File: config.mk
export PLATFORM = sky130hd
export DESIGN_NAME = hsv_to_rgb_converter_top
export DESIGN_NICKNAME = d
export VERILOG_FILES = /design/src/rtl/core/hsv2rgb_pkg.sv /design/src/rtl/core/hsv2rgb_prep.sv /design/src/rtl/core/hsv2rgb_chroma.sv /design/src/rtl/core/hsv2rgb_mix.sv /design/src/rtl/core/hsv_to_rgb_converter_top.sv
export SDC_FILE = /design/constraint.sdc
export NUM_CORES = 1
export LEC_CHECK = 0
export BUFFER_PORTS_ARGS = -buffer_cell sky130_fd_sc_hd__buf_2
export CAP_MARGIN = 20
export CELL_PAD_IN_SITES_DETAIL_PLACEMENT = 0
export CELL_PAD_IN_SITES_GLOBAL_PLACEMENT = 1
export CORE_MARGIN = 3
export CORE_UTILIZATION = 30
export DETAILED_ROUTE_END_ITERATION = 8
export GPL_ROUTABILITY_DRIVEN = 0
export HOLD_SLACK_MARGIN = 0.15
export PLACE_DENSITY = 0.6
export SETUP_SLACK_MARGIN = 0.05
export SLEW_MARGIN = 20
export SYNTH_ARGS = -nofsm -noshare
export SYNTH_HDL_FRONTEND = slang
export SYNTH_SLANG_ARGS = --single-unit
File: constraint.sdc
create_clock -name clk_i -period 7.63 [get_ports clk_i]
set_clock_uncertainty 0.15 [all_clocks]
set_input_delay 0.763 -clock clk_i [delete_from_list [all_inputs] [get_ports clk_i]]
set_output_delay 0.763 -clock clk_i [all_outputs]
set_load 0.02 [all_outputs]
File: src/rtl/core/hsv2rgb_pkg.sv
`timescale 1ns / 1ps
`default_nettype none
// ----------------------------------------------------------------------------
// hsv2rgb_pkg
// shared types and fixed-point constants of the hsv to rgb pipeline
// ----------------------------------------------------------------------------
package hsv2rgb_pkg;

  // hue in 1/64 degree units
  localparam logic signed [16:0] HueLow  = -17'sd23040;
  localparam logic signed [16:0] HueHigh = 17'sd46079;
  localparam logic [16:0]        HueFull = 17'd23040;
  localparam logic [14:0]        HueSect = 15'd3840;

  // saturation and value in 1/1024 units
  localparam logic [10:0] UnitOne = 11'd1024;

  // floor(n / 15) as (n * Div15Mul) >> Div15Shift, exact for n below 23831
  localparam logic [14:0] Div15Mul   = 15'd17477;
  localparam int unsigned Div15Shift = 18;

  // hue sectors
  localparam logic [2:0] SectRedYel = 3'd0;
  localparam logic [2:0] SectYelGrn = 3'd1;
  localparam logic [2:0] SectGrnCyn = 3'd2;
  localparam logic [2:0] SectCynBlu = 3'd3;
  localparam logic [2:0] SectBluMag = 3'd4;
  localparam logic [2:0] SectMagRed = 3'd5;

  typedef struct packed {
    logic signed [16:0] hue_q6;
    logic signed [11:0] sat_q10;
    logic signed [11:0] val_q10;
  } hsv_req_t;

  typedef struct packed {
    logic [7:0] red;
    logic [7:0] green;
    logic [7:0] blue;
  } rgb_rsp_t;

  // after hue reduction and clamping
  typedef struct packed {
    logic [14:0] hue;
    logic [10:0] sat;
    logic [10:0] val;
  } prep_t;

  // after the chroma product and the sector split
  typedef struct packed {
    logic [10:0] chroma;
    logic [10:0] val;
    logic [2:0]  sector;
    logic [11:0] frac;
  } chroma_t;

  // after the position product
  typedef struct packed {
    logic [21:0] pos_prod;
    logic [10:0] chroma;
    logic [10:0] match;
    logic [2:0]  sector;
  } prod_t;

endpackage
`default_nettype wire

File: src/rtl/core/hsv2rgb_prep.sv
`timescale 1ns / 1ps
`default_nettype none
// ----------------------------------------------------------------------------
// hsv2rgb_prep
// stage 1: hue saturation and reduction into one turn, clamping of s and v
// ----------------------------------------------------------------------------
module hsv2rgb_prep (
  input  wire logic                  clk_i,
  input  wire logic                  rst_ni,
  input  wire logic                  valid_i,
  input  wire hsv2rgb_pkg::hsv_req_t req_i,
  output logic                       ready_o,
  output logic                       valid_o,
  output hsv2rgb_pkg::prep_t         data_o,
  input  wire logic                  ready_i
);

  function automatic logic [10:0] clamp_unit(logic signed [11:0] raw);
    logic [10:0] res;
    if (raw[11]) begin
      res = '0;
    end else if (raw[10:0] > hsv2rgb_pkg::UnitOne) begin
      res = hsv2rgb_pkg::UnitOne;
    end else begin
      res = raw[10:0];
    end
    return res;
  endfunction

  logic               valid_q;
  hsv2rgb_pkg::prep_t data_d, data_q;
  logic signed [16:0] hue_sat;
  logic [16:0]        hue_0, hue_1, hue_2;

  always_comb begin
    if (req_i.hue_q6 < hsv2rgb_pkg::HueLow) begin
      hue_sat = hsv2rgb_pkg::HueLow;
    end else if (req_i.hue_q6 > hsv2rgb_pkg::HueHigh) begin
      hue_sat = hsv2rgb_pkg::HueHigh;
    end else begin
      hue_sat = req_i.hue_q6;
    end
    // shift by one turn, result lies in 0 .. three turns
    hue_0 = $unsigned(hue_sat) + hsv2rgb_pkg::HueFull;
    hue_1 = (hue_0 >= hsv2rgb_pkg::HueFull) ? hue_0 - hsv2rgb_pkg::HueFull : hue_0;
    hue_2 = (hue_1 >= hsv2rgb_pkg::HueFull) ? hue_1 - hsv2rgb_pkg::HueFull : hue_1;
    data_d.hue = hue_2[14:0];
    data_d.sat = clamp_unit(req_i.sat_q10);
    data_d.val = clamp_unit(req_i.val_q10);
  end

  assign ready_o = !valid_q || ready_i;

  always_ff @(posedge clk_i or negedge rst_ni) begin
    if (!rst_ni) begin
      valid_q <= 1'b0;
    end else if (ready_o) begin
      valid_q <= valid_i;
    end
  end

  always_ff @(posedge clk_i) begin
    if (ready_o) begin
      data_q <= data_d;
    end
  end

  assign valid_o = valid_q;
  assign data_o  = data_q;

endmodule
`default_nettype wire

File: src/rtl/core/hsv2rgb_chroma.sv
`timescale 1ns / 1ps
`default_nettype none
// ----------------------------------------------------------------------------
// hsv2rgb_chroma
// stages 2 and 3: chroma product, sector split, position-in-sector product
// ----------------------------------------------------------------------------
module hsv2rgb_chroma (
  input  wire logic                clk_i,
  input  wire logic                rst_ni,
  input  wire logic                valid_i,
  input  wire hsv2rgb_pkg::prep_t  data_i,
  output logic                     ready_o,
  output logic                     valid_o,
  output hsv2rgb_pkg::prod_t       data_o,
  input  wire logic                ready_i
);

  localparam logic [14:0] Bound1 = hsv2rgb_pkg::HueSect;
  localparam logic [14:0] Bound2 = 15'(2 * hsv2rgb_pkg::HueSect);
  localparam logic [14:0] Bound3 = 15'(3 * hsv2rgb_pkg::HueSect);
  localparam logic [14:0] Bound4 = 15'(4 * hsv2rgb_pkg::HueSect);
  localparam logic [14:0] Bound5 = 15'(5 * hsv2rgb_pkg::HueSect);

  logic                 s2_valid_q, s3_valid_q, s3_ready;
  hsv2rgb_pkg::chroma_t s2_d, s2_q;
  hsv2rgb_pkg::prod_t   s3_d, s3_q;
  logic [21:0]          vs_prod;
  logic [14:0]          sect_base, frac_wide;
  logic [11:0]          pos;

  // stage 2
  always_comb begin
    vs_prod = {11'd0, data_i.val} * {11'd0, data_i.sat};
    if (data_i.hue < Bound1) begin
      s2_d.sector = hsv2rgb_pkg::SectRedYel;
      sect_base   = '0;
    end else if (data_i.hue < Bound2) begin
      s2_d.sector = hsv2rgb_pkg::SectYelGrn;
      sect_base   = Bound1;
    end else if (data_i.hue < Bound3) begin
      s2_d.sector = hsv2rgb_pkg::SectGrnCyn;
      sect_base   = Bound2;
    end else if (data_i.hue < Bound4) begin
      s2_d.sector = hsv2rgb_pkg::SectCynBlu;
      sect_base   = Bound3;
    end else if (data_i.hue < Bound5) begin
      s2_d.sector = hsv2rgb_pkg::SectBluMag;
      sect_base   = Bound4;
    end else begin
      s2_d.sector = hsv2rgb_pkg::SectMagRed;
      sect_base   = Bound5;
    end
    frac_wide   = data_i.hue - sect_base;
    s2_d.frac   = frac_wide[11:0];
    s2_d.chroma = vs_prod[20:10];
    s2_d.val    = data_i.val;
  end

  // stage 3: falling ramp on odd sectors
  always_comb begin
    pos = s2_q.sector[0] ? hsv2rgb_pkg::HueSect[11:0] - s2_q.frac : s2_q.frac;
    s3_d.pos_prod = 22'({11'd0, s2_q.chroma} * {10'd0, pos});
    s3_d.chroma   = s2_q.chroma;
    s3_d.match    = s2_q.val - s2_q.chroma;
    s3_d.sector   = s2_q.sector;
  end

  assign s3_ready = !s3_valid_q || ready_i;
  assign ready_o  = !s2_valid_q || s3_ready;

  always_ff @(posedge clk_i or negedge rst_ni) begin
    if (!rst_ni) begin
      s2_valid_q <= 1'b0;
      s3_valid_q <= 1'b0;
    end else begin
      if (ready_o) begin
        s2_valid_q <= valid_i;
      end
      if (s3_ready) begin
        s3_valid_q <= s2_valid_q;
      end
    end
  end

  always_ff @(posedge clk_i) begin
    if (ready_o) begin
      s2_q <= s2_d;
    end
    if (s3_ready) begin
      s3_q <= s3_d;
    end
  end

  assign valid_o = s3_valid_q;
  assign data_o  = s3_q;

endmodule
`default_nettype wire

File: src/rtl/core/hsv2rgb_mix.sv
`timescale 1ns / 1ps
`default_nettype none
// ----------------------------------------------------------------------------
// hsv2rgb_mix
// stages 4 and 5: ramp scaling by one sector, channel routing and 8-bit scale
// ----------------------------------------------------------------------------
module hsv2rgb_mix (
  input  wire logic                clk_i,
  input  wire logic                rst_ni,
  input  wire logic                valid_i,
  input  wire hsv2rgb_pkg::prod_t  data_i,
  output logic                     ready_o,
  output logic                     valid_o,
  output hsv2rgb_pkg::rgb_rsp_t    rsp_o,
  input  wire logic                ready_i
);

  typedef struct packed {
    logic [10:0] ramp;
    logic [10:0] chroma;
    logic [10:0] match;
    logic [2:0]  sector;
  } ramp_t;

  // floor(level * 255 / 1024), level at most 1024
  function automatic logic [7:0] to_chan(logic [10:0] level);
    logic [18:0] scaled;
    scaled = {level, 8'd0} - {8'd0, level};
    return scaled[17:10];
  endfunction

  logic                  s4_valid_q, s5_valid_q, s5_ready;
  ramp_t                 s4_d, s4_q;
  hsv2rgb_pkg::rgb_rsp_t s5_d, s5_q;
  logic [13:0]           quot256;
  logic [28:0]           recip_prod;
  logic [10:0]           comp_r, comp_g, comp_b;

  // stage 4: divide by one sector as >> 8 then / 15
  always_comb begin
    quot256     = data_i.pos_prod[21:8];
    recip_prod  = 29'({15'd0, quot256} * {14'd0, hsv2rgb_pkg::Div15Mul});
    s4_d.ramp   = recip_prod[hsv2rgb_pkg::Div15Shift +: 11];
    s4_d.chroma = data_i.chroma;
    s4_d.match  = data_i.match;
    s4_d.sector = data_i.sector;
  end

  // stage 5
  always_comb begin
    case (s4_q.sector)
      hsv2rgb_pkg::SectRedYel: begin
        comp_r = s4_q.chroma; comp_g = s4_q.ramp;   comp_b = '0;
      end
      hsv2rgb_pkg::SectYelGrn: begin
        comp_r = s4_q.ramp;   comp_g = s4_q.chroma; comp_b = '0;
      end
      hsv2rgb_pkg::SectGrnCyn: begin
        comp_r = '0;          comp_g = s4_q.chroma; comp_b = s4_q.ramp;
      end
      hsv2rgb_pkg::SectCynBlu: begin
        comp_r = '0;          comp_g = s4_q.ramp;   comp_b = s4_q.chroma;
      end
      hsv2rgb_pkg::SectBluMag: begin
        comp_r = s4_q.ramp;   comp_g = '0;          comp_b = s4_q.chroma;
      end
      default: begin
        comp_r = s4_q.chroma; comp_g = '0;          comp_b = s4_q.ramp;
      end
    endcase
    s5_d.red   = to_chan(comp_r + s4_q.match);
    s5_d.green = to_chan(comp_g + s4_q.match);
    s5_d.blue  = to_chan(comp_b + s4_q.match);
  end

  assign s5_ready = !s5_valid_q || ready_i;
  assign ready_o  = !s4_valid_q || s5_ready;

  always_ff @(posedge clk_i or negedge rst_ni) begin
    if (!rst_ni) begin
      s4_valid_q <= 1'b0;
      s5_valid_q <= 1'b0;
    end else begin
      if (ready_o) begin
        s4_valid_q <= valid_i;
      end
      if (s5_ready) begin
        s5_valid_q <= s4_valid_q;
      end
    end
  end

  always_ff @(posedge clk_i) begin
    if (ready_o) begin
      s4_q <= s4_d;
    end
    if (s5_ready) begin
      s5_q <= s5_d;
    end
  end

  assign valid_o = s5_valid_q;
  assign rsp_o   = s5_q;

endmodule
`default_nettype wire

File: src/rtl/core/hsv_to_rgb_converter_top.sv
`timescale 1ns / 1ps
`default_nettype none
// ----------------------------------------------------------------------------
// hsv_to_rgb_converter_top
// pixel-rate hsv to 8-bit rgb converter, five register stages
// ----------------------------------------------------------------------------
//  channel   direction  handshake              payload
//  in        sink       in_valid_i/in_stall_o  in_req_i   (hsv_req_t)
//  out       source     out_valid_o/out_stall_i out_rsp_o (rgb_rsp_t)
//
// one request per clock sustained while out_stall_i stays low
// the five stages in order: reduce, chroma/sector, ramp product,
// ramp divide, channel scale
// reset clears only the stage valid bits, no state survives between requests
// a stall on the output fills empty stages first, so in_stall_o rises only
// once every stage holds a request
// ----------------------------------------------------------------------------
module hsv_to_rgb_converter_top (
  input  wire logic                  clk_i,
  input  wire logic                  rst_ni,
  input  wire logic                  in_valid_i,
  output logic                       in_stall_o,
  input  wire hsv2rgb_pkg::hsv_req_t in_req_i,
  output logic                       out_valid_o,
  input  wire logic                  out_stall_i,
  output hsv2rgb_pkg::rgb_rsp_t      out_rsp_o
);

  // ready chain runs back from the output register to the input
  logic               prep_ready, chroma_ready, mix_ready;
  logic               prep_valid, chroma_valid;
  hsv2rgb_pkg::prep_t prep_data;
  hsv2rgb_pkg::prod_t chroma_data;

  // stage 1: hue into one turn, clamp saturation and value
  hsv2rgb_prep u_prep (
    .clk_i   (clk_i),
    .rst_ni  (rst_ni),
    .valid_i (in_valid_i),
    .req_i   (in_req_i),
    .ready_o (prep_ready),
    .valid_o (prep_valid),
    .data_o  (prep_data),
    .ready_i (chroma_ready)
  );

  // stages 2 and 3: chroma, sector, position product
  hsv2rgb_chroma u_chroma (
    .clk_i   (clk_i),
    .rst_ni  (rst_ni),
    .valid_i (prep_valid),
    .data_i  (prep_data),
    .ready_o (chroma_ready),
    .valid_o (chroma_valid),
    .data_o  (chroma_data),
    .ready_i (mix_ready)
  );

  // stages 4 and 5: ramp value, routing, 8-bit channels (output register)
  hsv2rgb_mix u_mix (
    .clk_i   (clk_i),
    .rst_ni  (rst_ni),
    .valid_i (chroma_valid),
    .data_i  (chroma_data),
    .ready_o (mix_ready),
    .valid_o (out_valid_o),
    .rsp_o   (out_rsp_o),
    .ready_i (!out_stall_i)
  );

  assign in_stall_o = !prep_ready;

endmodule
`default_nettype wire

==> flow_metrics.tcl, run 1 <==
set metrics [dict create \
    root_buffer "clkbuf_16" \
    fillers 6720 \
    cts_made_buffers 17 \
    vias 13690 \
    clock_latency_ns 0.46 \
    area_delta_synth_final_pct 10.67 \
    synth_flop_cell "edfxtp_1" \
    drt.antenna.violating_nets 0 \
    cts_buffer_depth 2 \
    ys_warn_count 0 \
    h-tree-depth 4 \
    critPathLaunchType "register" \
    final_net_count 2551 \
    grt_usage_pct 13.33 \
    drc 0 \
    endpoint_kind "register" \
    syn-num-nets 2491 \
    cp_max_fo 8 \
    cp_common_cell "fa_1" \
    worst_pin_slew_ns 1.043 \
    synth_area_leader_cell "edfxtp_1" \
    core_area_um2 64700 \
    finalSetupViolCount 0 \
    avgSynthCellArea_um2 9.812 \
    hold_viol 0 \
    relSlewSlack_pct 30.11 \
    rsz0062_at_grt "no" \
    row_count 93 \
    grt_pass1_wl_mm 73.18 \
    status "complete, no violations" \
    required_ns 7.69 \
    clk_pin_slew_ns 0.08 \
    drv_cap 0 \
    die-area_um2 68650 \
    synth_seq_area_share_pct 27.06 \
    cp_data_arrival_time_ns 7.19 \
    worstHoldPathType "register to register" \
    cp_cell_sequence "clkinvlp_4 -> ha_1 -> nand2b_1 -> o41ai_4 -> xnor2_2 -> nand2_1 -> fa_1 -> fa_1 -> fa_1 -> inv_1 -> fa_1 -> inv_1 -> fa_1 -> inv_1 -> ha_1 -> o2111a_1 -> and3_1 -> o21ai_1 -> a2111oi_0 -> a211o_1 -> or4_1 -> a31o_2 -> a21oi_1 -> xnor2_1" \
    drv_slew 0 \
    async_reset_ff_share_pct 2.809 \
    timing.final.crit_share_pct 93.48 \
    final_util_pct 33.64 \
    ys_seq_elements 178 \
    cts_sinks 178 \
    drt_pass1_iterations 7 \
    dp_slack_ns 0.2502 \
    synth_top_area_share_pct 26.42 \
    timing.fmax_mhz 140.2 \
    crit_slowest_cell "fa_1" \
    post_drt_wl_per_cell_um 15.02 \
    layout_commonest_cell "inv_1" \
    die_w_um 262.0 \
    synth_cell_types 79 \
    drt-total-wl_mm 44.05 \
    hpwl_mm 35.77 \
    tns_ns 0 \
    timing.hold.ws_ns 0.2653 \
    grt_max_degree 49 \
    via_per_inst 4.667 \
    final_cell_mix "inv_1 (310), ha_1 (252), nand2_1 (221)" \
    netlist_area_um2 19660 \
    drtIter0Drc 579 \
    first_global_vias 14080 \
    io_pins 71 \
    regArea_um2 5320 \
    period_needed_ns 7.133 \
    synth_cells 2004 \
    multi_input_area_um2 13020 \
    drive_gt1_share_pct 7.800 \
    initial_core_util_pct 30.39 \
    synth_edf_count 173 \
    grt-ovfl-total 0 \
    num_antenna_cells 0 \
    cts_tree "done" \
    worst_slack_ns 0.4975 \
    slowest_delay_ns 0.57 \
    io_buffers 70 \
    crit_type "register to register" \
    grt_antenna_before_repair 0 \
    die_height_um 262.0 \
    synth_area_leaders "edfxtp_1 (26%), fa_1 (19%), ha_1 (16%)" \
]
==> layout make-up <==
class                      count  share of cell area [%]
clock inverter                15                  0.7992
multi-input combinational   1454                   59.83
clock buffer                  17                   1.955
timing repair buffer          99                   2.622
sequential                   178                   24.45
inverter                     314                   5.434
tap                          855                   4.916
==> worst max-delay path, delay by kind of cell (launching register included) <==
| kind | cells | cell delay [ns] |
|---|---|---|
| AOI/OAI and AO/OA | 7 | 1.69 |
| and+or+nand+nor | 4 | 0.88 |
| buffers and inverters | 4 | 0.32 |
| DFF | 1 | 0.48 |
| xor gates and xnor gates | 2 | 0.29 |
| adders and majority gates | 7 | 3.07 |
==> worst paths after layout <==
kind,start,end,slack [ns],cells after the start
max,u_chroma.s2_q[0],u_chroma.data_o[46],0.50,24
min,u_chroma.data_o[14],u_mix.s4_q[14],0.27,0
min in group asynchronous,rst_ni,u_chroma.valid_o,0.49,2
max in group asynchronous,rst_ni,u_prep.valid_o,6.70,2
max reg2reg,u_chroma.s2_q[0],u_chroma.data_o[46],0.50,24
min reg2reg,u_chroma.data_o[14],u_mix.s4_q[14],0.27,0
==> stage by stage <==
stage               area, µm²  cells
floorplan               19660   2004
global placement        21030   2893
detailed placement      21030   2893
CTS                     21640   2926
global route            21760   2932
finish                  21760   2932
==> kinds of logic (layout without fill, tap and decap cells) <==
kind of cell               Yosys count  after routing  synth area share [%]
buffers and inverters              372            445                 7.146
xor gates and xnor gates           117            117                 5.212
adders and majority gates          442            442                 35.38
DFF                                178            178                 27.06
AOI/OAI and AO/OA                  305            305                 10.51
and+or+nand+nor                    572            572                 13.72
muxes                               18             18                0.9736
==> synth_stat cells, drive strengths merged (3+ instances only) <==
cell type  number
a2111oi         4
a211o           5
a211oi         12
a21boi          9
a21o           25
a21oi          82
a22o           24
a31o            3
a31oi          12
and2          109
and3            8
buf             7
clkbuf         51
clkinv          4
dfrtp           5
edfxtp        173
fa            190
ha            252
inv           310
mux2            6
mux2i          12
nand2         222
nand2b         18
nand3          17
nand4           7
nand4b          4
nor2          125
nor2b          12
nor3           25
nor3b           3
nor4            7
o21a           13
o21ai          61
o21bai         14
o22ai           4
o31a            3
o31ai           6
or3             6
xnor2          77
xor2           40
==> per-layer routing <==
layer,up-vias,global-route usage [%],share of wire (%)
met5,-,0,0
met4,0,3.522,1.5
met3,41,1.667,2.8
met2,198,22.42,47
met1,6635,18.14,48
li1,6811,-,-
==> flip-flops by register name (all words and copies together) (netlist names), 24 cells and up <==
name / cells
u_chroma.data_o: 39
u_chroma.s2_q: 37
u_prep.data_o: 37
u_mix.s4_q: 36
u_mix.rsp_o: 24
==> timing repair <==
action / CTS / global route
endpoints found under the setup margin: 0 / 3
buffers inserted: 0 / 6
gates resized for setup: 0 / 11
hold buffers: 1 / 0
hold endpoints to repair: 5 / 0
Power of run 1 is not shown: default switching activity piles up to over one toggle a cycle in this logic, so the estimate is an artifact.
==> inputs of run 2 (changes only) <==
--- a/config.mk
+++ b/config.mk
@@ -9,14 +9,12 @@
 export CAP_MARGIN = 20
 export CELL_PAD_IN_SITES_DETAIL_PLACEMENT = 0
 export CELL_PAD_IN_SITES_GLOBAL_PLACEMENT = 1
-export CORE_MARGIN = 3
 export CORE_UTILIZATION = 30
 export DETAILED_ROUTE_END_ITERATION = 8
 export GPL_ROUTABILITY_DRIVEN = 0
 export HOLD_SLACK_MARGIN = 0.15
 export PLACE_DENSITY = 0.6
 export SETUP_SLACK_MARGIN = 0.05
-export SLEW_MARGIN = 20
 export SYNTH_ARGS = -nofsm -noshare
 export SYNTH_HDL_FRONTEND = slang
 export SYNTH_SLANG_ARGS = --single-unit
==> run 2 against run 1 <==
  * Final area about the same
  * Count of clock-buffer cells in the layout unchanged
  * Worst hold slack better by 0.0026 ns
  * Core utilization about the same
  * First-iteration DRC count up 17%
  * Non-clock buffer count down 2
  * Flip-flop and latch count unchanged
  * Maximum frequency about the same
  * Register-to-register slack about the same
  * Worst setup slack better by 0.0055 ns
  * Via count up 0.15%
==> flow_metrics.tcl, run 2 (same netlist as run 1, synthesis figures left out) <==
set metrics [dict create \
    place_inst 2893 \
    io_pins 71 \
    cts_tree "done" \
    crit_slowest_cell "fa_1" \
    grt_usage_pct 13.73 \
    h-tree-depth 4 \
    cts_buffer_depth 2 \
    endpoint_kind "register" \
    root_buffer "clkbuf_16" \
    critPathLaunchType "register" \
    grt_most_used_layer "met2" \
    drt.antenna.violating_nets 0 \
    drc 0 \
    drtIter0Drc 675 \
    met2_usage_pct 23.63 \
    path_depth 25 \
    io_buffers 70 \
    via_per_inst 4.678 \
    worstHoldPathType "register to register" \
    grtUsageMet3_pct 1.806 \
    cp_data_arrival_time_ns 7.18 \
    required_ns 7.68 \
    drv_slew 0 \
    area_delta_synth_final_pct 10.58 \
    relSlewSlack_pct 37.67 \
    worst_pin_slew_ns 0.9228 \
    drt_pass1_iterations 5 \
    worst-path-buf-inv 5 \
    drv_cap 0 \
    path_delay_family "adder cells" \
    rsz0062_at_grt "no" \
    grt_antenna_before_repair 0 \
    met1_usage_pct 18.10 \
    drt-total-wl_mm 44.21 \
    timing.final.crit_share_pct 93.41 \
    status "complete, no violations" \
    final_net_count 2549 \
    core_area_um2 64580 \
    final_cell_mix "inv_1 (310), ha_1 (252), nand2_1 (222)" \
    largest_register_ffs 39 \
    timing.fmax_mhz 140.3 \
    slowest_delay_ns 0.54 \
    stdcell_count 2930 \
    grt_max_degree 49 \
    cts_made_buffers 17 \
    period_needed_ns 7.127 \
    grt-ovfl-total 0 \
    die_w_um 258.0 \
    first_global_vias 14310 \
    clock_latency_ns 0.45 \
    row_count 93 \
    layout_commonest_cell "inv_1" \
    initial_core_util_pct 30.45 \
    crit_type "register to register" \
    die-area_um2 66570 \
    num_antenna_cells 0 \
    clk_pin_slew_ns 0.08 \
    tns_ns 0 \
    reg2reg_depth 25 \
    cts_sinks 178 \
    grt_pass1_wl_mm 73.51 \
    finalSetupViolCount 0 \
    post_drt_wl_per_cell_um 15.09 \
    whs_path_depth 0 \
    cp_max_fo 5 \
    vias 13710 \
    drive_gt1_share_pct 7.422 \
    hold_viol 0 \
    cp_common_cell "fa_1" \
    die_height_um 258.0 \
    hpwl_mm 36.00 \
]
run 2: cell count changes in the layout (fill, tap and decap cells not counted), sizes merged:
cell | before | now
clkbuf | 17 | 18
clkinvlp | 1 | 0
buf | 98 | 95
inv | 320 | 318
clkinv | 8 | 10
bufinv | 0 | 1
run 2: final cells by class:
class / instances / area (µm²)
Clock inverter: 15 / 205.2
Fill cell: 6607 / 42840
Sequential cell: 178 / 5320
Tap cell: 855 / 1070
Clock buffer: 17 / 425.4
Multi-Input combinational cell: 1454 / 12970
Inverter: 314 / 1179
Timing Repair Buffer: 97 / 575.6
run 2: layer usage:
metal | wire length [µm] | vias up
li1 | - | 6797
met2 | 21300 | 200
met3 | 1230 | 34
met1 | 21110 | 6675
met5 | 0 | -
met4 | 571 | 0
run 2: stage by stage:
step	setup slack [ns]	hold WS [ns]	area (µm²)	util (%)
3_3_place_gp	0.4545	0.2556	21030	32.56
2_1_floorplan	0.7427	0.2503	19660	-
6_report	0.5030	0.2679	21740	33.67
5_1_grt	0.05910	0.2772	21740	33.67
3_5_place_dp	0.3700	0.2545	21030	32.56
4_1_cts	0.3712	0.2668	21670	33.55
run 2: final timing paths:
check                                         start             endpoint  slack (ns)
worst max-delay path               u_chroma.s2_q[0]  u_chroma.data_o[46]        0.50
worst min-delay path            u_chroma.data_o[14]       u_mix.s4_q[14]        0.27
worst max register to register     u_chroma.s2_q[0]  u_chroma.data_o[46]        0.50
worst min register to register  u_chroma.data_o[14]       u_mix.s4_q[14]        0.27
max in group asynchronous                    rst_ni     u_chroma.valid_o        6.70
min in group asynchronous                    rst_ni        u_mix.valid_o        0.50
run 2: what timing repair did:
| item | 4_1_cts | 5_1_grt |
|---|---|---|
| endpoints found under the hold margin | 5 | 0 |
| hold buffers | 1 | 0 |
| resized for setup | 0 | 4 |
| buffers inserted | 0 | 1 |
| endpoints found under the setup margin | 0 | 1 |
Power of run 2 is left out for the same reason.
